[src/sv/csvti_pkg.sv]
`default_nettype none

package csvti_pkg;

    // Type codes for fields and columns
    typedef enum logic [2:0] {
        TY_BOOL   = 3'd0,
        TY_INT    = 3'd1,
        TY_UINT   = 3'd2,
        TY_FLOAT  = 3'd3,
        TY_STRING = 3'd4
    } field_type_t;

    localparam int MAX_COLUMNS_DEF = 64;
    localparam int QUEUE_DEPTH_DEF = 4;

    // Input column index width and span
    localparam int COLUMN_W    = 6;
    localparam int COLUMN_SPAN = 1 << COLUMN_W;

    // Character constants
    localparam logic [7:0] CH_MINUS = 8'h2D;
    localparam logic [7:0] CH_POINT = 8'h2E;
    localparam logic [7:0] CH_ZERO  = 8'h30;
    localparam logic [7:0] CH_NINE  = 8'h39;
    localparam logic [7:0] CH_UP_A  = 8'h41;
    localparam logic [7:0] CH_UP_Z  = 8'h5A;
    localparam logic [7:0] CASE_OFS = 8'h20;

    // "true" and "false" in lower case
    localparam logic [7:0] WORD_TRUE  [4] = '{8'h74, 8'h72, 8'h75, 8'h65};
    localparam logic [7:0] WORD_FALSE [5] = '{8'h66, 8'h61, 8'h6C, 8'h73, 8'h65};
    localparam logic [2:0] TRUE_LEN  = 3'd4;
    localparam logic [2:0] FALSE_LEN = 3'd5;

    // Field class from the per-field flags
    function automatic field_type_t classify(
        input logic [2:0] char_count,
        input logic       starts_with_minus,
        input logic [1:0] point_count,
        input logic       has_bad_char,
        input logic       true_match,
        input logic       false_match
    );
        field_type_t res;
        if (char_count == 3'd0)
            res = TY_STRING;
        else if ((true_match && char_count == TRUE_LEN) ||
                 (false_match && char_count == FALSE_LEN))
            res = TY_BOOL;
        else if (has_bad_char || point_count > 2'd1 ||
                 (starts_with_minus && char_count == 3'd1))
            res = TY_STRING;
        else if (point_count == 2'd0)
            res = starts_with_minus ? TY_INT : TY_UINT;
        else
            res = (char_count > 3'd1) ? TY_FLOAT : TY_STRING;
        return res;
    endfunction

    // Widen a column type by a later-row field type
    function automatic field_type_t merge(
        input field_type_t col,
        input field_type_t fld
    );
        field_type_t res;
        if (fld == col)
            res = col;
        else if (fld == TY_STRING || col == TY_BOOL || fld == TY_BOOL)
            res = TY_STRING;
        else if (fld == TY_INT && col == TY_UINT)
            res = TY_INT;
        else if (fld == TY_FLOAT && (col == TY_UINT || col == TY_INT))
            res = TY_FLOAT;
        else
            res = col;
        return res;
    endfunction

endpackage

`default_nettype wire

[src/sv/csvti_front.sv]
`default_nettype none

module csvti_front #(
    parameter int MAX_COLUMNS = csvti_pkg::MAX_COLUMNS_DEF,
    parameter int IDX_W       = 6
) (
    input  wire logic                     clk,
    input  wire logic                     rst_n,
    // item channel
    input  wire logic                     in_valid,
    output logic                          in_ready,
    input  wire logic                     in_end,
    input  wire logic [7:0]               in_ch,
    input  wire logic [csvti_pkg::COLUMN_W-1:0] in_column,
    input  wire logic                     in_first_row,
    // queue push side
    output logic                          push_valid,
    input  wire logic                     push_ready,
    output csvti_pkg::field_type_t        push_fld,
    output logic                          push_first_row,
    output logic [IDX_W-1:0]              push_col
);
    import csvti_pkg::*;

    logic [2:0] char_count_reg, char_count_next;
    logic       minus_reg, minus_next;
    logic [1:0] point_count_reg, point_count_next;
    logic       bad_reg, bad_next;
    logic       true_reg, true_next;
    logic       false_reg, false_next;
    logic [7:0] low;
    logic       accept;
    logic [IDX_W-1:0] wrap_tbl [COLUMN_SPAN];

    // column index wrapped into the store depth
    for (genvar g = 0; g < COLUMN_SPAN; g++)
    begin : g_wrap
        assign wrap_tbl[g] = IDX_W'(g % MAX_COLUMNS);
    end

    assign in_ready = push_ready;
    assign accept   = in_valid && in_ready;

    assign push_valid     = in_valid && in_end && push_ready;
    assign push_first_row = in_first_row;
    assign push_col       = wrap_tbl[in_column];
    assign push_fld       = classify(char_count_reg, minus_reg, point_count_reg,
                                     bad_reg, true_reg, false_reg);

    // per-character flag update
    always_comb
    begin
        low = (in_ch inside {[CH_UP_A:CH_UP_Z]}) ? in_ch + CASE_OFS : in_ch;
        char_count_next  = char_count_reg;
        minus_next       = minus_reg;
        point_count_next = point_count_reg;
        bad_next         = bad_reg;
        true_next        = true_reg;
        false_next       = false_reg;
        if (accept && in_end)
        begin
            char_count_next  = 3'd0;
            minus_next       = 1'b0;
            point_count_next = 2'd0;
            bad_next         = 1'b0;
            true_next        = 1'b1;
            false_next       = 1'b1;
        end
        else if (accept)
        begin
            if (char_count_reg >= TRUE_LEN || WORD_TRUE[char_count_reg[1:0]] != low)
                true_next = 1'b0;
            if (char_count_reg >= FALSE_LEN)
                false_next = 1'b0;
            else if (WORD_FALSE[char_count_reg] != low)
                false_next = 1'b0;
            if (in_ch == CH_MINUS && char_count_reg == 3'd0)
                minus_next = 1'b1;
            else if (in_ch == CH_POINT)
            begin
                if (point_count_reg != 2'd3)
                    point_count_next = point_count_reg + 2'd1;
            end
            else if (in_ch < CH_ZERO || in_ch > CH_NINE)
                bad_next = 1'b1;
            if (char_count_reg != 3'd7)
                char_count_next = char_count_reg + 3'd1;
        end
    end

    always_ff @(posedge clk or negedge rst_n)
    begin
        if (!rst_n)
        begin
            char_count_reg  <= 3'd0;
            minus_reg       <= 1'b0;
            point_count_reg <= 2'd0;
            bad_reg         <= 1'b0;
            true_reg        <= 1'b1;
            false_reg       <= 1'b1;
        end
        else
        begin
            char_count_reg  <= char_count_next;
            minus_reg       <= minus_next;
            point_count_reg <= point_count_next;
            bad_reg         <= bad_next;
            true_reg        <= true_next;
            false_reg       <= false_next;
        end
    end

endmodule

`default_nettype wire

[src/sv/csvti_fifo.sv]
`default_nettype none

module csvti_fifo #(
    parameter int DATA_W = 8,
    parameter int DEPTH  = csvti_pkg::QUEUE_DEPTH_DEF
) (
    input  wire logic              clk,
    input  wire logic              rst_n,
    input  wire logic              wr_valid,
    output logic                   wr_ready,
    input  wire logic [DATA_W-1:0] wr_data,
    output logic                   rd_valid,
    input  wire logic              rd_ready,
    output logic [DATA_W-1:0]      rd_data
);
    localparam int PTR_W = (DEPTH > 1) ? $clog2(DEPTH) : 1;
    localparam int CNT_W = $clog2(DEPTH + 1);

    logic [DATA_W-1:0] store [DEPTH];
    logic [PTR_W-1:0]  wr_ptr_reg, wr_ptr_next;
    logic [PTR_W-1:0]  rd_ptr_reg, rd_ptr_next;
    logic [CNT_W-1:0]  count_reg, count_next;
    logic              do_wr, do_rd;

    assign wr_ready = (count_reg != CNT_W'(DEPTH));
    assign rd_valid = (count_reg != '0);
    assign rd_data  = store[rd_ptr_reg];
    assign do_wr    = wr_valid && wr_ready;
    assign do_rd    = rd_valid && rd_ready;

    // pointer and fill count update
    always_comb
    begin
        wr_ptr_next = wr_ptr_reg;
        rd_ptr_next = rd_ptr_reg;
        if (do_wr)
            wr_ptr_next = (wr_ptr_reg == PTR_W'(DEPTH - 1)) ? '0 : wr_ptr_reg + PTR_W'(1);
        if (do_rd)
            rd_ptr_next = (rd_ptr_reg == PTR_W'(DEPTH - 1)) ? '0 : rd_ptr_reg + PTR_W'(1);
        count_next = count_reg + CNT_W'(do_wr) - CNT_W'(do_rd);
    end

    always_ff @(posedge clk or negedge rst_n)
    begin
        if (!rst_n)
        begin
            wr_ptr_reg <= '0;
            rd_ptr_reg <= '0;
            count_reg  <= '0;
        end
        else
        begin
            wr_ptr_reg <= wr_ptr_next;
            rd_ptr_reg <= rd_ptr_next;
            count_reg  <= count_next;
        end
    end

    always_ff @(posedge clk)
    begin
        if (do_wr)
            store[wr_ptr_reg] <= wr_data;
    end

endmodule

`default_nettype wire

[src/sv/csvti_back.sv]
`default_nettype none

module csvti_back #(
    parameter int MAX_COLUMNS = csvti_pkg::MAX_COLUMNS_DEF,
    parameter int IDX_W       = 6
) (
    input  wire logic                   clk,
    input  wire logic                   rst_n,
    // queue pop side
    input  wire logic                   pop_valid,
    output logic                        pop_ready,
    input  csvti_pkg::field_type_t      pop_fld,
    input  wire logic                   pop_first_row,
    input  wire logic [IDX_W-1:0]       pop_col,
    // result channel
    output logic                        out_valid,
    input  wire logic                   out_ready,
    output csvti_pkg::field_type_t      out_fld,
    output csvti_pkg::field_type_t      out_col
);
    import csvti_pkg::*;

    field_type_t       col_store [MAX_COLUMNS];

    // lookup stage
    logic              stg_valid_reg;
    field_type_t       stg_fld_reg;
    logic              stg_first_reg;
    logic [IDX_W-1:0]  stg_col_reg;
    field_type_t       rd_data_reg;

    // last store write, covers the read that raced it
    logic              lw_valid_reg;
    logic [IDX_W-1:0]  lw_col_reg;
    field_type_t       lw_val_reg;

    // output register
    logic              out_valid_reg;
    field_type_t       out_fld_reg;
    field_type_t       out_col_reg;

    field_type_t       col_prev;
    field_type_t       merged;
    logic              stg_fire;
    logic              pop;

    assign stg_fire  = stg_valid_reg && (!out_valid_reg || out_ready);
    assign pop_ready = !stg_valid_reg || stg_fire;
    assign pop       = pop_valid && pop_ready;

    assign out_valid = out_valid_reg;
    assign out_fld   = out_fld_reg;
    assign out_col   = out_col_reg;

    // merge with forwarded column type
    always_comb
    begin
        col_prev = (lw_valid_reg && lw_col_reg == stg_col_reg) ? lw_val_reg : rd_data_reg;
        merged   = stg_first_reg ? stg_fld_reg : merge(col_prev, stg_fld_reg);
    end

    always_ff @(posedge clk or negedge rst_n)
    begin
        if (!rst_n)
        begin
            stg_valid_reg <= 1'b0;
            lw_valid_reg  <= 1'b0;
            out_valid_reg <= 1'b0;
        end
        else
        begin
            if (pop_ready)
                stg_valid_reg <= pop_valid;
            if (stg_fire)
                lw_valid_reg <= 1'b1;
            if (stg_fire)
                out_valid_reg <= 1'b1;
            else if (out_ready)
                out_valid_reg <= 1'b0;
        end
    end

    // payload registers and column store
    always_ff @(posedge clk)
    begin
        if (pop)
        begin
            stg_fld_reg   <= pop_fld;
            stg_first_reg <= pop_first_row;
            stg_col_reg   <= pop_col;
            rd_data_reg   <= col_store[pop_col];
        end
        if (stg_fire)
        begin
            col_store[stg_col_reg] <= merged;
            lw_col_reg             <= stg_col_reg;
            lw_val_reg             <= merged;
            out_fld_reg            <= stg_fld_reg;
            out_col_reg            <= merged;
        end
    end

endmodule

`default_nettype wire

[src/sv/csv_column_type_inference_core.sv]
// CSV column type inference core.
// Slave channel: one item per handshake. s_tlast low carries one field
// character in s_tdata[7:0]; s_tlast high closes the field, with the column
// index in s_tdata[13:8] and the first-row flag in s_tuser.
// Master channel: one item per closed field, m_tdata[2:0] the field type and
// m_tdata[5:3] the column's merged type (0 bool, 1 int, 2 uint, 3 float,
// 4 string). Character items produce no result.
// Throughput: one item per cycle on both sides while the queue has room and
// m_tready is high. A field end passes through the queue, then the lookup
// stage, where the column store read is registered, then the output register.
// The store read-modify-write is one item per cycle while the output is not
// stalled; a write in the same cycle as the next read of that column is forwarded.
// Reset clears the per-field flags, the queue, the lookup stage and the output register;
// the column store holds no reset value; first-row fields set it, later fields widen it.
// A stalled m_tready holds the result; the queue keeps taking field ends until
// it fills, after which s_tready drops.
`default_nettype none

module csv_column_type_inference_core #(
    parameter int MAX_COLUMNS = csvti_pkg::MAX_COLUMNS_DEF
) (
    input  wire logic        clk,
    input  wire logic        rst_n,
    input  wire logic        s_tvalid,
    output logic             s_tready,
    input  wire logic [15:0] s_tdata,   // ch[7:0], column[13:8], zero fill
    input  wire logic        s_tlast,   // end of field
    input  wire logic [0:0]  s_tuser,   // first_row[0]
    output logic             m_tvalid,
    input  wire logic        m_tready,
    output logic [7:0]       m_tdata    // field_type[2:0], column_type[5:3], zero fill
);
    import csvti_pkg::*;

    localparam int IDX_W  = (MAX_COLUMNS > 1) ? $clog2(MAX_COLUMNS) : 1;
    localparam int ENTRY_W = IDX_W + 4;

    logic              push_valid, push_ready;
    field_type_t       push_fld;
    logic              push_first_row;
    logic [IDX_W-1:0]  push_col;
    logic [ENTRY_W-1:0] wr_entry, rd_entry;
    logic              pop_valid, pop_ready;
    field_type_t       out_fld, out_col;

    csvti_front #(
        .MAX_COLUMNS (MAX_COLUMNS),
        .IDX_W       (IDX_W)
    ) u_front (
        .clk            (clk),
        .rst_n          (rst_n),
        .in_valid       (s_tvalid),
        .in_ready       (s_tready),
        .in_end         (s_tlast),
        .in_ch          (s_tdata[7:0]),
        .in_column      (s_tdata[13:8]),
        .in_first_row   (s_tuser[0]),
        .push_valid     (push_valid),
        .push_ready     (push_ready),
        .push_fld       (push_fld),
        .push_first_row (push_first_row),
        .push_col       (push_col)
    );

    assign wr_entry = {push_col, push_first_row, push_fld};

    csvti_fifo #(
        .DATA_W (ENTRY_W),
        .DEPTH  (QUEUE_DEPTH_DEF)
    ) u_fifo (
        .clk      (clk),
        .rst_n    (rst_n),
        .wr_valid (push_valid),
        .wr_ready (push_ready),
        .wr_data  (wr_entry),
        .rd_valid (pop_valid),
        .rd_ready (pop_ready),
        .rd_data  (rd_entry)
    );

    csvti_back #(
        .MAX_COLUMNS (MAX_COLUMNS),
        .IDX_W       (IDX_W)
    ) u_back (
        .clk           (clk),
        .rst_n         (rst_n),
        .pop_valid     (pop_valid),
        .pop_ready     (pop_ready),
        .pop_fld       (field_type_t'(rd_entry[2:0])),
        .pop_first_row (rd_entry[3]),
        .pop_col       (rd_entry[ENTRY_W-1:4]),
        .out_valid     (m_tvalid),
        .out_ready     (m_tready),
        .out_fld       (out_fld),
        .out_col       (out_col)
    );

    assign m_tdata = {2'b00, out_col, out_fld};

endmodule

`default_nettype wire

[config.mk]
export PLATFORM = sky130hd
export DESIGN_NAME = csv_column_type_inference_core
export DESIGN_NICKNAME = d
export VERILOG_FILES = /design/src/sv/csvti_pkg.sv /design/src/sv/csvti_front.sv /design/src/sv/csvti_fifo.sv /design/src/sv/csvti_back.sv /design/src/sv/csv_column_type_inference_core.sv
export SDC_FILE = /design/constraint.sdc
export NUM_CORES = 1
export LEC_CHECK = 0
export ABC_AREA = 1
export BUFFER_PORTS_ARGS = -buffer_cell sky130_fd_sc_hd__buf_2
export CAP_MARGIN = 20
export CORE_MARGIN = 10
export CORE_UTILIZATION = 40
export CTS_CLUSTER_SIZE = 8
export DETAILED_ROUTE_END_ITERATION = 10
export PLACE_DENSITY = 0.58
export SLEW_MARGIN = 20
export SYNTH_ARGS = -nofsm -noshare
export SYNTH_HDL_FRONTEND = slang
export SYNTH_SLANG_ARGS = --single-unit
[constraint.sdc]
create_clock -name clk -period 4.4 [get_ports clk]
set_clock_uncertainty 0.1 [all_clocks]
set_input_delay 0.44 -clock clk [delete_from_list [all_inputs] [get_ports clk]]
set_output_delay 0.44 -clock clk [all_outputs]
set_load 0.01 [all_outputs]
== Word level (Yosys, flattened, before mapping) ==
Memory sizes are Yosys's and may differ from the RTL's. A register that Yosys moved wholly into a read port is not among the register bits.
Cells that the tools add are included.
Word-level totals
  bits of input ports: 22
  memories: 4
  memory bits (writable): 232
  memory bits (read-only): 448
  flip-flop bits (word level): 41
Memory list
  (no name shown): depth 64, width 6, read ports 1, clocked after memory_dff 0, write ports 0, RTL line csvti_front.sv:46  | assign push_col = wrap_tbl[in_column];
  u_back.col_store: depth 64, width 3, read ports 1, clocked after memory_dff 1, write ports 1, RTL line csvti_back.sv:23  | field_type_t col_store [MAX_COLUMNS];
  (no name shown): depth 8, width 8, read ports 1, clocked after memory_dff 0, write ports 0, RTL line csvti_front.sv:75  | else if (WORD_FALSE[char_count_reg] != low)
  u_fifo.store: depth 4, width 10, read ports 1, clocked after memory_dff 0, write ports 1, RTL line csvti_fifo.sv:19  | logic [DATA_W-1:0] store [DEPTH];
Cells by class
  muxes and demuxes: 51
  reductions and logical operators: 47
  magnitude comparators: 11
  equal/unequal tests: 21
  bitwise operators: 3
  add/sub/neg operators: 7
Operators with widths (number)
  3-bit two-way mux: 14
  8-bit two-way mux: 5
  1-bit two-way mux: 21
  8-bit binary-select mux with 2-bit select: 1
  8-bit by 6-bit equality test with 1-bit output (second input constant): 2
  2-bit two-way mux: 8
  8-bit inequality test: 2
  2-bit nonzero test: 8
  1-bit logical AND: 15
  6-bit two-way mux: 2
  1-bit logical OR: 10
  3-bit by 1-bit equality test with 1-bit output (second input constant): 3
  3-bit equality test (second input constant): 3
  3-bit greater-or-equal comparator (second input constant): 3
  3-bit zero test: 3
  8-bit by 6-bit adder with 8-bit output (second input constant): 1
  8-bit by 7-bit greater-or-equal comparator with 1-bit output (second input constant): 1
  8-bit by 6-bit > comparator with 1-bit output (second input constant): 1
  8-bit by 7-bit <= comparator with 1-bit output (second input constant): 1
  8-bit by 6-bit less-than comparator with 1-bit output (second input constant): 1
  2-bit AND reduction: 4
  4-bit AND reduction: 2
  7-bit greater-or-equal comparator (second input constant): 1
  6-bit NOT with 7-bit output: 1
  19 further kinds: 27

== Logic depth before layout (Yosys ltp) ==
  word-level depth: 11
  gate-level depth with buffers: 16
  mapped depth without buffers: 16

== By module ==
From an unflattened synthesis, not the netlist that was laid out.
Second synthesis, totals
  cell total of the unflattened synthesis: 1125
  area total of the unflattened synthesis: 12366.9 um^2
Modules (own cells, without submodules)
  csvti_back: sequential area each 6591.3 um^2, instances 1, area each 9255.1 um^2, cells each 799
  csvti_fifo: sequential area each 1376.3 um^2, instances 1, area each 2109.5 um^2, cells each 172
  csvti_front: sequential area each 227.7 um^2, instances 1, area each 983.4 um^2, cells each 151
  csv_column_type_inference_core: sequential area each 0.0 um^2, instances 1, area each 18.8 um^2, cells each 3

== Worst setup path before layout ==
OpenSTA, ideal clock, no wires.
  kind: reg-to-reg
  start: register u_back.stg_col_reg[4]
  end: memory u_back.col_store[0][2] (netlist bit), data pin
  setup slack: 1.574 ns
  setup time: 0.358 ns
  clock period less this slack: 2.826 ns
  arrival time: 2.368 ns
  path buffers: 0
  stages on the path, launching flop included: 16
  required time: 3.942 ns
  cells stage by stage: edfxtp_1 inv_1 nand2_1 nand2_1 nand2_1 nor2_1 nand2_1 nand2_1 nand2_2 nand2_1 nand2_1 nand3_1 nand2_1 nand2_1 nand2_1 nand2_1
Between the ends
  cells in the longest elaborated chain, start to end: 11
  elaborated cells between the ends (all ways): 17
  those cells by class: eq/ne: 4; mux: 6; reduce/logical: 7
RTL lines
  start, declared: RTL line csvti_back.sv:29  | logic [IDX_W-1:0] stg_col_reg;
  start signal, assigned: RTL line csvti_back.sv:90  | stg_col_reg <= pop_col;
  6-bit equality test (*): RTL line csvti_back.sv:58  | col_prev = (lw_valid_reg && lw_col_reg == stg_col_reg) ? lw_val_reg : rd_data_reg;
  1-bit logical AND (*): RTL line csvti_back.sv:58
  3-bit two-way mux (*): RTL line csvti_back.sv:58
  3-bit by 2-bit equality test with 1-bit output or 3-bit by 1-bit equality test with 1-bit output (tied branches): RTL line csvti_pkg.sv:71, csvti_pkg.sv:73
  1-bit logical OR: RTL line csvti_pkg.sv:73  | else if (fld == TY_FLOAT && (col == TY_UINT || col == TY_INT))
  1-bit logical AND: RTL line csvti_pkg.sv:73
  3-bit two-way mux: RTL line csvti_pkg.sv:73
  3-bit two-way mux: RTL line csvti_pkg.sv:71  | else if (fld == TY_INT && col == TY_UINT)
  3-bit two-way mux: RTL line csvti_pkg.sv:69  | else if (fld == TY_STRING || col == TY_BOOL || fld == TY_BOOL)
  3-bit two-way mux (*): RTL line csvti_pkg.sv:67  | if (fld == col)
  3-bit two-way mux (*): RTL line csvti_back.sv:59  | merged = stg_first_reg ? stg_fld_reg : merge(col_prev, stg_fld_reg);
  via u_back.merged[2]: RTL line csvti_back.sv:43  | field_type_t merged;
  end, declared: RTL line csvti_back.sv:23
The timed path passes the listed nets; every way through them passes the cells marked *.

== Worst setup path in the final report ==
  start: register u_back.stg_col_reg[2]
  end: memory u_back.col_store[37][1] (netlist bit), data pin
Same word-level chain as after synthesis.

==> metrics.md <==
| Metric | Value |
|---|---|
| # IOs | `32` |
| VDD IR-drop max | `0.546 mV` |
| Tmin final | `between 3 and 4 ns` |
| Minimum hold slack | `roughly 0.035 ns` |
| DRT met1 WL | `~13000 um` |
| Post-detailed-route DRC marker count | `0` |
| Number of placed cells counting well taps | `1581` |
| Number of synthesized flops with an enable pin | `257` |
| Weighted congestion at the end of routability-driven global placement | `roughly 0.86` |
| Starting density of the core | `40.8%` |
| Accumulated negative setup slack | `0 ns` |
| Estimated wirelength of the detail-placed design | `17500 um` |
| Period Utilization, post-route | `71.0%` |
| Number of maximum-capacitance violations | `0` |
| Routed vias | `approximately 8400` |
| Sum of met2 wire segment lengths after detailed routing | `roughly 14000 um` |
| P&R area growth vs syn | `13.0%` |
| Clock buffer depth | `3` |
| Final hold violations | `0` |
| Clock tree root buffer cell | `sky130_fd_sc_hd__clkbuf_16` |
| First-pass GRT wire length | `~44000 um` |
| Largest registers ranked by flip-flop count | `u_back.col_store: 192 flops, u_fifo.store: 40 flops` |
| Dominant combinational cell family by area after synthesis | `simple AND/OR/NAND/NOR gates` |
| Grt ovf | `0` |
| Endpoint class of the critical path | `register` |
| Total design power | `about 11 mW` |
| Cells along the critical path | `inv_1 > nand2_1 > nand2_1 > nand2_1 > nor2_1 > nand2_1 > nand2_1 > nand2_1 > nand2_1 > o21ai_0 > inv_1 > nand4_1 > nand2_2 > buf_4` |
| Count of endpoints failing setup in the final report | `0` |
| Status | `complete, no violations` |
| Fraction of the mapped netlist area in simple logic gates | `21.3%` |
| Routed met3 length | `1410 um` |
| Remaining antenna violation count | `0` |
| Category of the critical setup timing path | `reg -> reg` |
| Final Non-Filler Cells | `1642` |
| Number of fill cells | `a little under 3000` |
| Post-synthesis compound-gate area fraction | `~4.4%` |
| Average instance area after synthesis | `~11 sq um` |
| Power per standard cell area | `774 nW/um^2` |
| Number of buffers added for setup after CTS | `0` |
| Clock-pin slew on the worst setup and hold paths | `around 0.060 ns` |
| Count of routing violations after the opening detailed-route iteration | `~640` |
| Primary flip-flop cell chosen by synthesis mapping | `sky130_fd_sc_hd__edfxtp_1` |
| TritonCTS clock tree | `built` |
| Std-Cell Core Area | `about 31000 sq um` |
| Number of iterations in the first detailed-routing pass | `5` |
| Xor/xnor cell area share of the yosys netlist | `0.279%` |
| Port Buffers | `27` |
| Clock latency reported for the late side of the worst-skew pair | `roughly 0.53 ns` |
| Count of cells resized by post-cts repair | `0` |
| Max reg flops | `between 150 and 200` |
| Max-slew violation count | `0` |
| Post-detailed-route via-to-cell ratio | `between 5 and 6` |
| Fmax | `~320 MHz` |
| Leak Pwr | `roughly 5.6 nW` |
| Min-delay worst type | `in -> reg` |
| Register ranked first by flip-flop count | `u_back.col_store` |
| Slowest Stage Delay on Critical Path | `0.57 ns` |
| Relative slew slack | `~34%` |
| Adder-cell share of the synthesized area | `under 10%` |
| Cells after synthesis | `roughly 1200` |
| Diode count | `0` |
| Vias in the first global route | `roughly 8200` |
| Uppermost layer routed | `met5` |
| Kind of start point of the critical path | `register` |
| Drt wl/cell | `between 15 and 20 um` |
| Post-synthesis mux area share | `0%` |
| Worst Path Required | `4.50 ns` |
| Slew of the pin with the lowest slew margin | `a little under 1 ns` |
| Post-synth ARST share | `slightly below 7%` |
| GRT Overall Usage | `14.6%` |
| Most numerous cell on the critical path | `sky130_fd_sc_hd__nand2_1` |
| Unrepaired setup endpoints after global routing | `no` |
| Die Width | `just under 200 um` |
| Data arrival at the endpoint of the critical path | `3.22 ns` |
| Slowest stage cell, crit path | `sky130_fd_sc_hd__buf_4` |
| Net count reported at finish | `between 1000 and 1500` |
| Fraction of layout instances using a drive strength above 1 | `around 8%` |
| Clock buffers created by TritonCTS | `40` |
| Die ar. | `~39000 sq um` |
| Seq/Total Area, Yosys | `65.4%` |
| Top fanout value on the critical path | `64` |
| Number of rows in the core area | `64` |
| Initial antenna violation count | `1` |
| Number of clock sinks | `about 280` |
| Pin count of the biggest net entering global routing | `70` |
| Die H | `197 um` |
| Number of flip-flops and latches in the synthesized netlist | `between 200 and 300` |
| Number of warnings printed during yosys synthesis | `0` |
| Mapped cell area | `between 10000 and 15000 sq um` |
| Cts-stage hold buffer count | `1` |
| Post-synthesis cell type count | `40` |
| Wire length after detailed routing | `28500 um` |
| H-tree depth | `2` |
-- layer usage --
layer	GRT usage [%]	up-vias
met2	25.0	201
met5	0	-
li1	-	4128
met1	18.6	4054
met4	4.90	2
met3	2.27	56
-- layout by cell type (no fill, tap or decap), types with 3 or more instances in the layout --
cell,synthesis,final
sky130_fd_sc_hd__nand3_1,163,163
sky130_fd_sc_hd__nor2_1,94,94
sky130_fd_sc_hd__nand2_2,1,4
sky130_fd_sc_hd__xnor2_1,3,3
sky130_fd_sc_hd__inv_1,147,147
sky130_fd_sc_hd__clkbuf_1,18,16
sky130_fd_sc_hd__inv_2,4,4
sky130_fd_sc_hd__nor3_1,16,16
sky130_fd_sc_hd__clkbuf_16,0,40
sky130_fd_sc_hd__o22ai_1,5,5
sky130_fd_sc_hd__a21oi_1,9,9
sky130_fd_sc_hd__buf_2,21,27
sky130_fd_sc_hd__buf_4,3,11
sky130_fd_sc_hd__o211ai_1,30,30
sky130_fd_sc_hd__ha_1,19,19
sky130_fd_sc_hd__nand4_1,6,6
sky130_fd_sc_hd__edfxtp_1,257,257
sky130_fd_sc_hd__o21ai_0,26,26
sky130_fd_sc_hd__nand2_1,294,291
sky130_fd_sc_hd__dfrtp_1,17,17
sky130_fd_sc_hd__nand3b_1,31,31
-- path summary, 6_finish.rpt --
path | end | start | slack, ns | cells past startpoint
max reg2reg | u_back.col_store[37][1] | u_back.stg_col_reg[2] | 1.28 | 14
min in group asynchronous | u_back.lw_valid_reg | rst_n | 0.32 | 2
max | u_back.col_store[37][1] | u_back.stg_col_reg[2] | 1.28 | 14
min reg2reg | u_front.true_reg | u_front.true_reg | 0.36 | 2
max in group asynchronous | u_front.true_reg | rst_n | 3.52 | 2
min | u_fifo.store[1][6] | s_tdata[10] | 0.04 | 1
-- synthesized netlist by cell type, types with 2 or more instances --
| library cell | count | area (sq um) |
|---|---|---|
| sky130_fd_sc_hd__inv_2 | 4 | 15.0 |
| sky130_fd_sc_hd__nand3_2 | 2 | 20.0 |
| sky130_fd_sc_hd__o21ai_0 | 26 | 130 |
| sky130_fd_sc_hd__a21oi_1 | 9 | 45.0 |
| sky130_fd_sc_hd__nand4_1 | 6 | 37.5 |
| sky130_fd_sc_hd__xnor2_1 | 3 | 26.3 |
| sky130_fd_sc_hd__nor2_1 | 94 | 353 |
| sky130_fd_sc_hd__a2111oi_0 | 2 | 17.5 |
| sky130_fd_sc_hd__nand3b_1 | 31 | 233 |
| sky130_fd_sc_hd__clkbuf_1 | 18 | 67.6 |
| sky130_fd_sc_hd__dfstp_2 | 2 | 52.6 |
| sky130_fd_sc_hd__edfxtp_1 | 257 | 7720 |
| sky130_fd_sc_hd__o22ai_1 | 5 | 31.3 |
| sky130_fd_sc_hd__nand2_1 | 294 | 1100 |
| sky130_fd_sc_hd__inv_1 | 147 | 552 |
| sky130_fd_sc_hd__nor3_1 | 16 | 80.1 |
| sky130_fd_sc_hd__dfrtp_1 | 17 | 425 |
| sky130_fd_sc_hd__o211ai_1 | 30 | 225 |
| sky130_fd_sc_hd__buf_2 | 21 | 105 |
| sky130_fd_sc_hd__nand3_1 | 163 | 816 |
| sky130_fd_sc_hd__a32oi_2 | 2 | 32.5 |
| sky130_fd_sc_hd__ha_1 | 19 | 238 |
| sky130_fd_sc_hd__buf_4 | 3 | 22.5 |
| sky130_fd_sc_hd__buf_6 | 5 | 56.3 |
-- logic make-up after synthesis --
kind of cell	Yosys count
other	1
flip-flops	276
XOR/XNOR	4
AND/OR/NAND/NOR	610
AO/OA/AOI/OAI	82
adder cells (fa/ha/maj)	20
buffers and inverters	199
-- area by class of cell --
class,count,area (sq um),share of cell area (%)
flip-flops and latches,276,8200,57.9
multi-input cells,718,3540,25.0
clock buffers,56,1060,7.49
inverters,152,573,4.05
well taps,396,495,3.50
repair buffers,40,248,1.75
clock inverters,4,52.6,0.371
-- critical path, delay by kind of cell (launching register included) --
kind	cells	cell delay (ns)
buf+inv	3	0.83
flops	1	0.48
simple gates	10	1.25
compound gates	1	0.07
-- per-stage QoR --
| stage | setup slack [ns] | util [%] | instance area [sq um] |
|---|---|---|---|
| after floorplan | 1.57 | - | 12500 |
| after global placement | 1.36 | 42.4 | 13000 |
| after detailed placement | 1.33 | 42.4 | 13000 |
| after CTS | 1.29 | 46.1 | 14200 |
| after global routing | 1.02 | 46.1 | 14200 |
| final | 1.28 | 46.1 | 14200 |
-- where the power goes --
group          internal, mW  switching, mW  total, mW
Sequential             3.84          0.210       4.05
Clock                  1.66           1.05       2.72
Combinational          1.07           3.13       4.20
No activity file was read; power rests on OpenSTA's default activity.
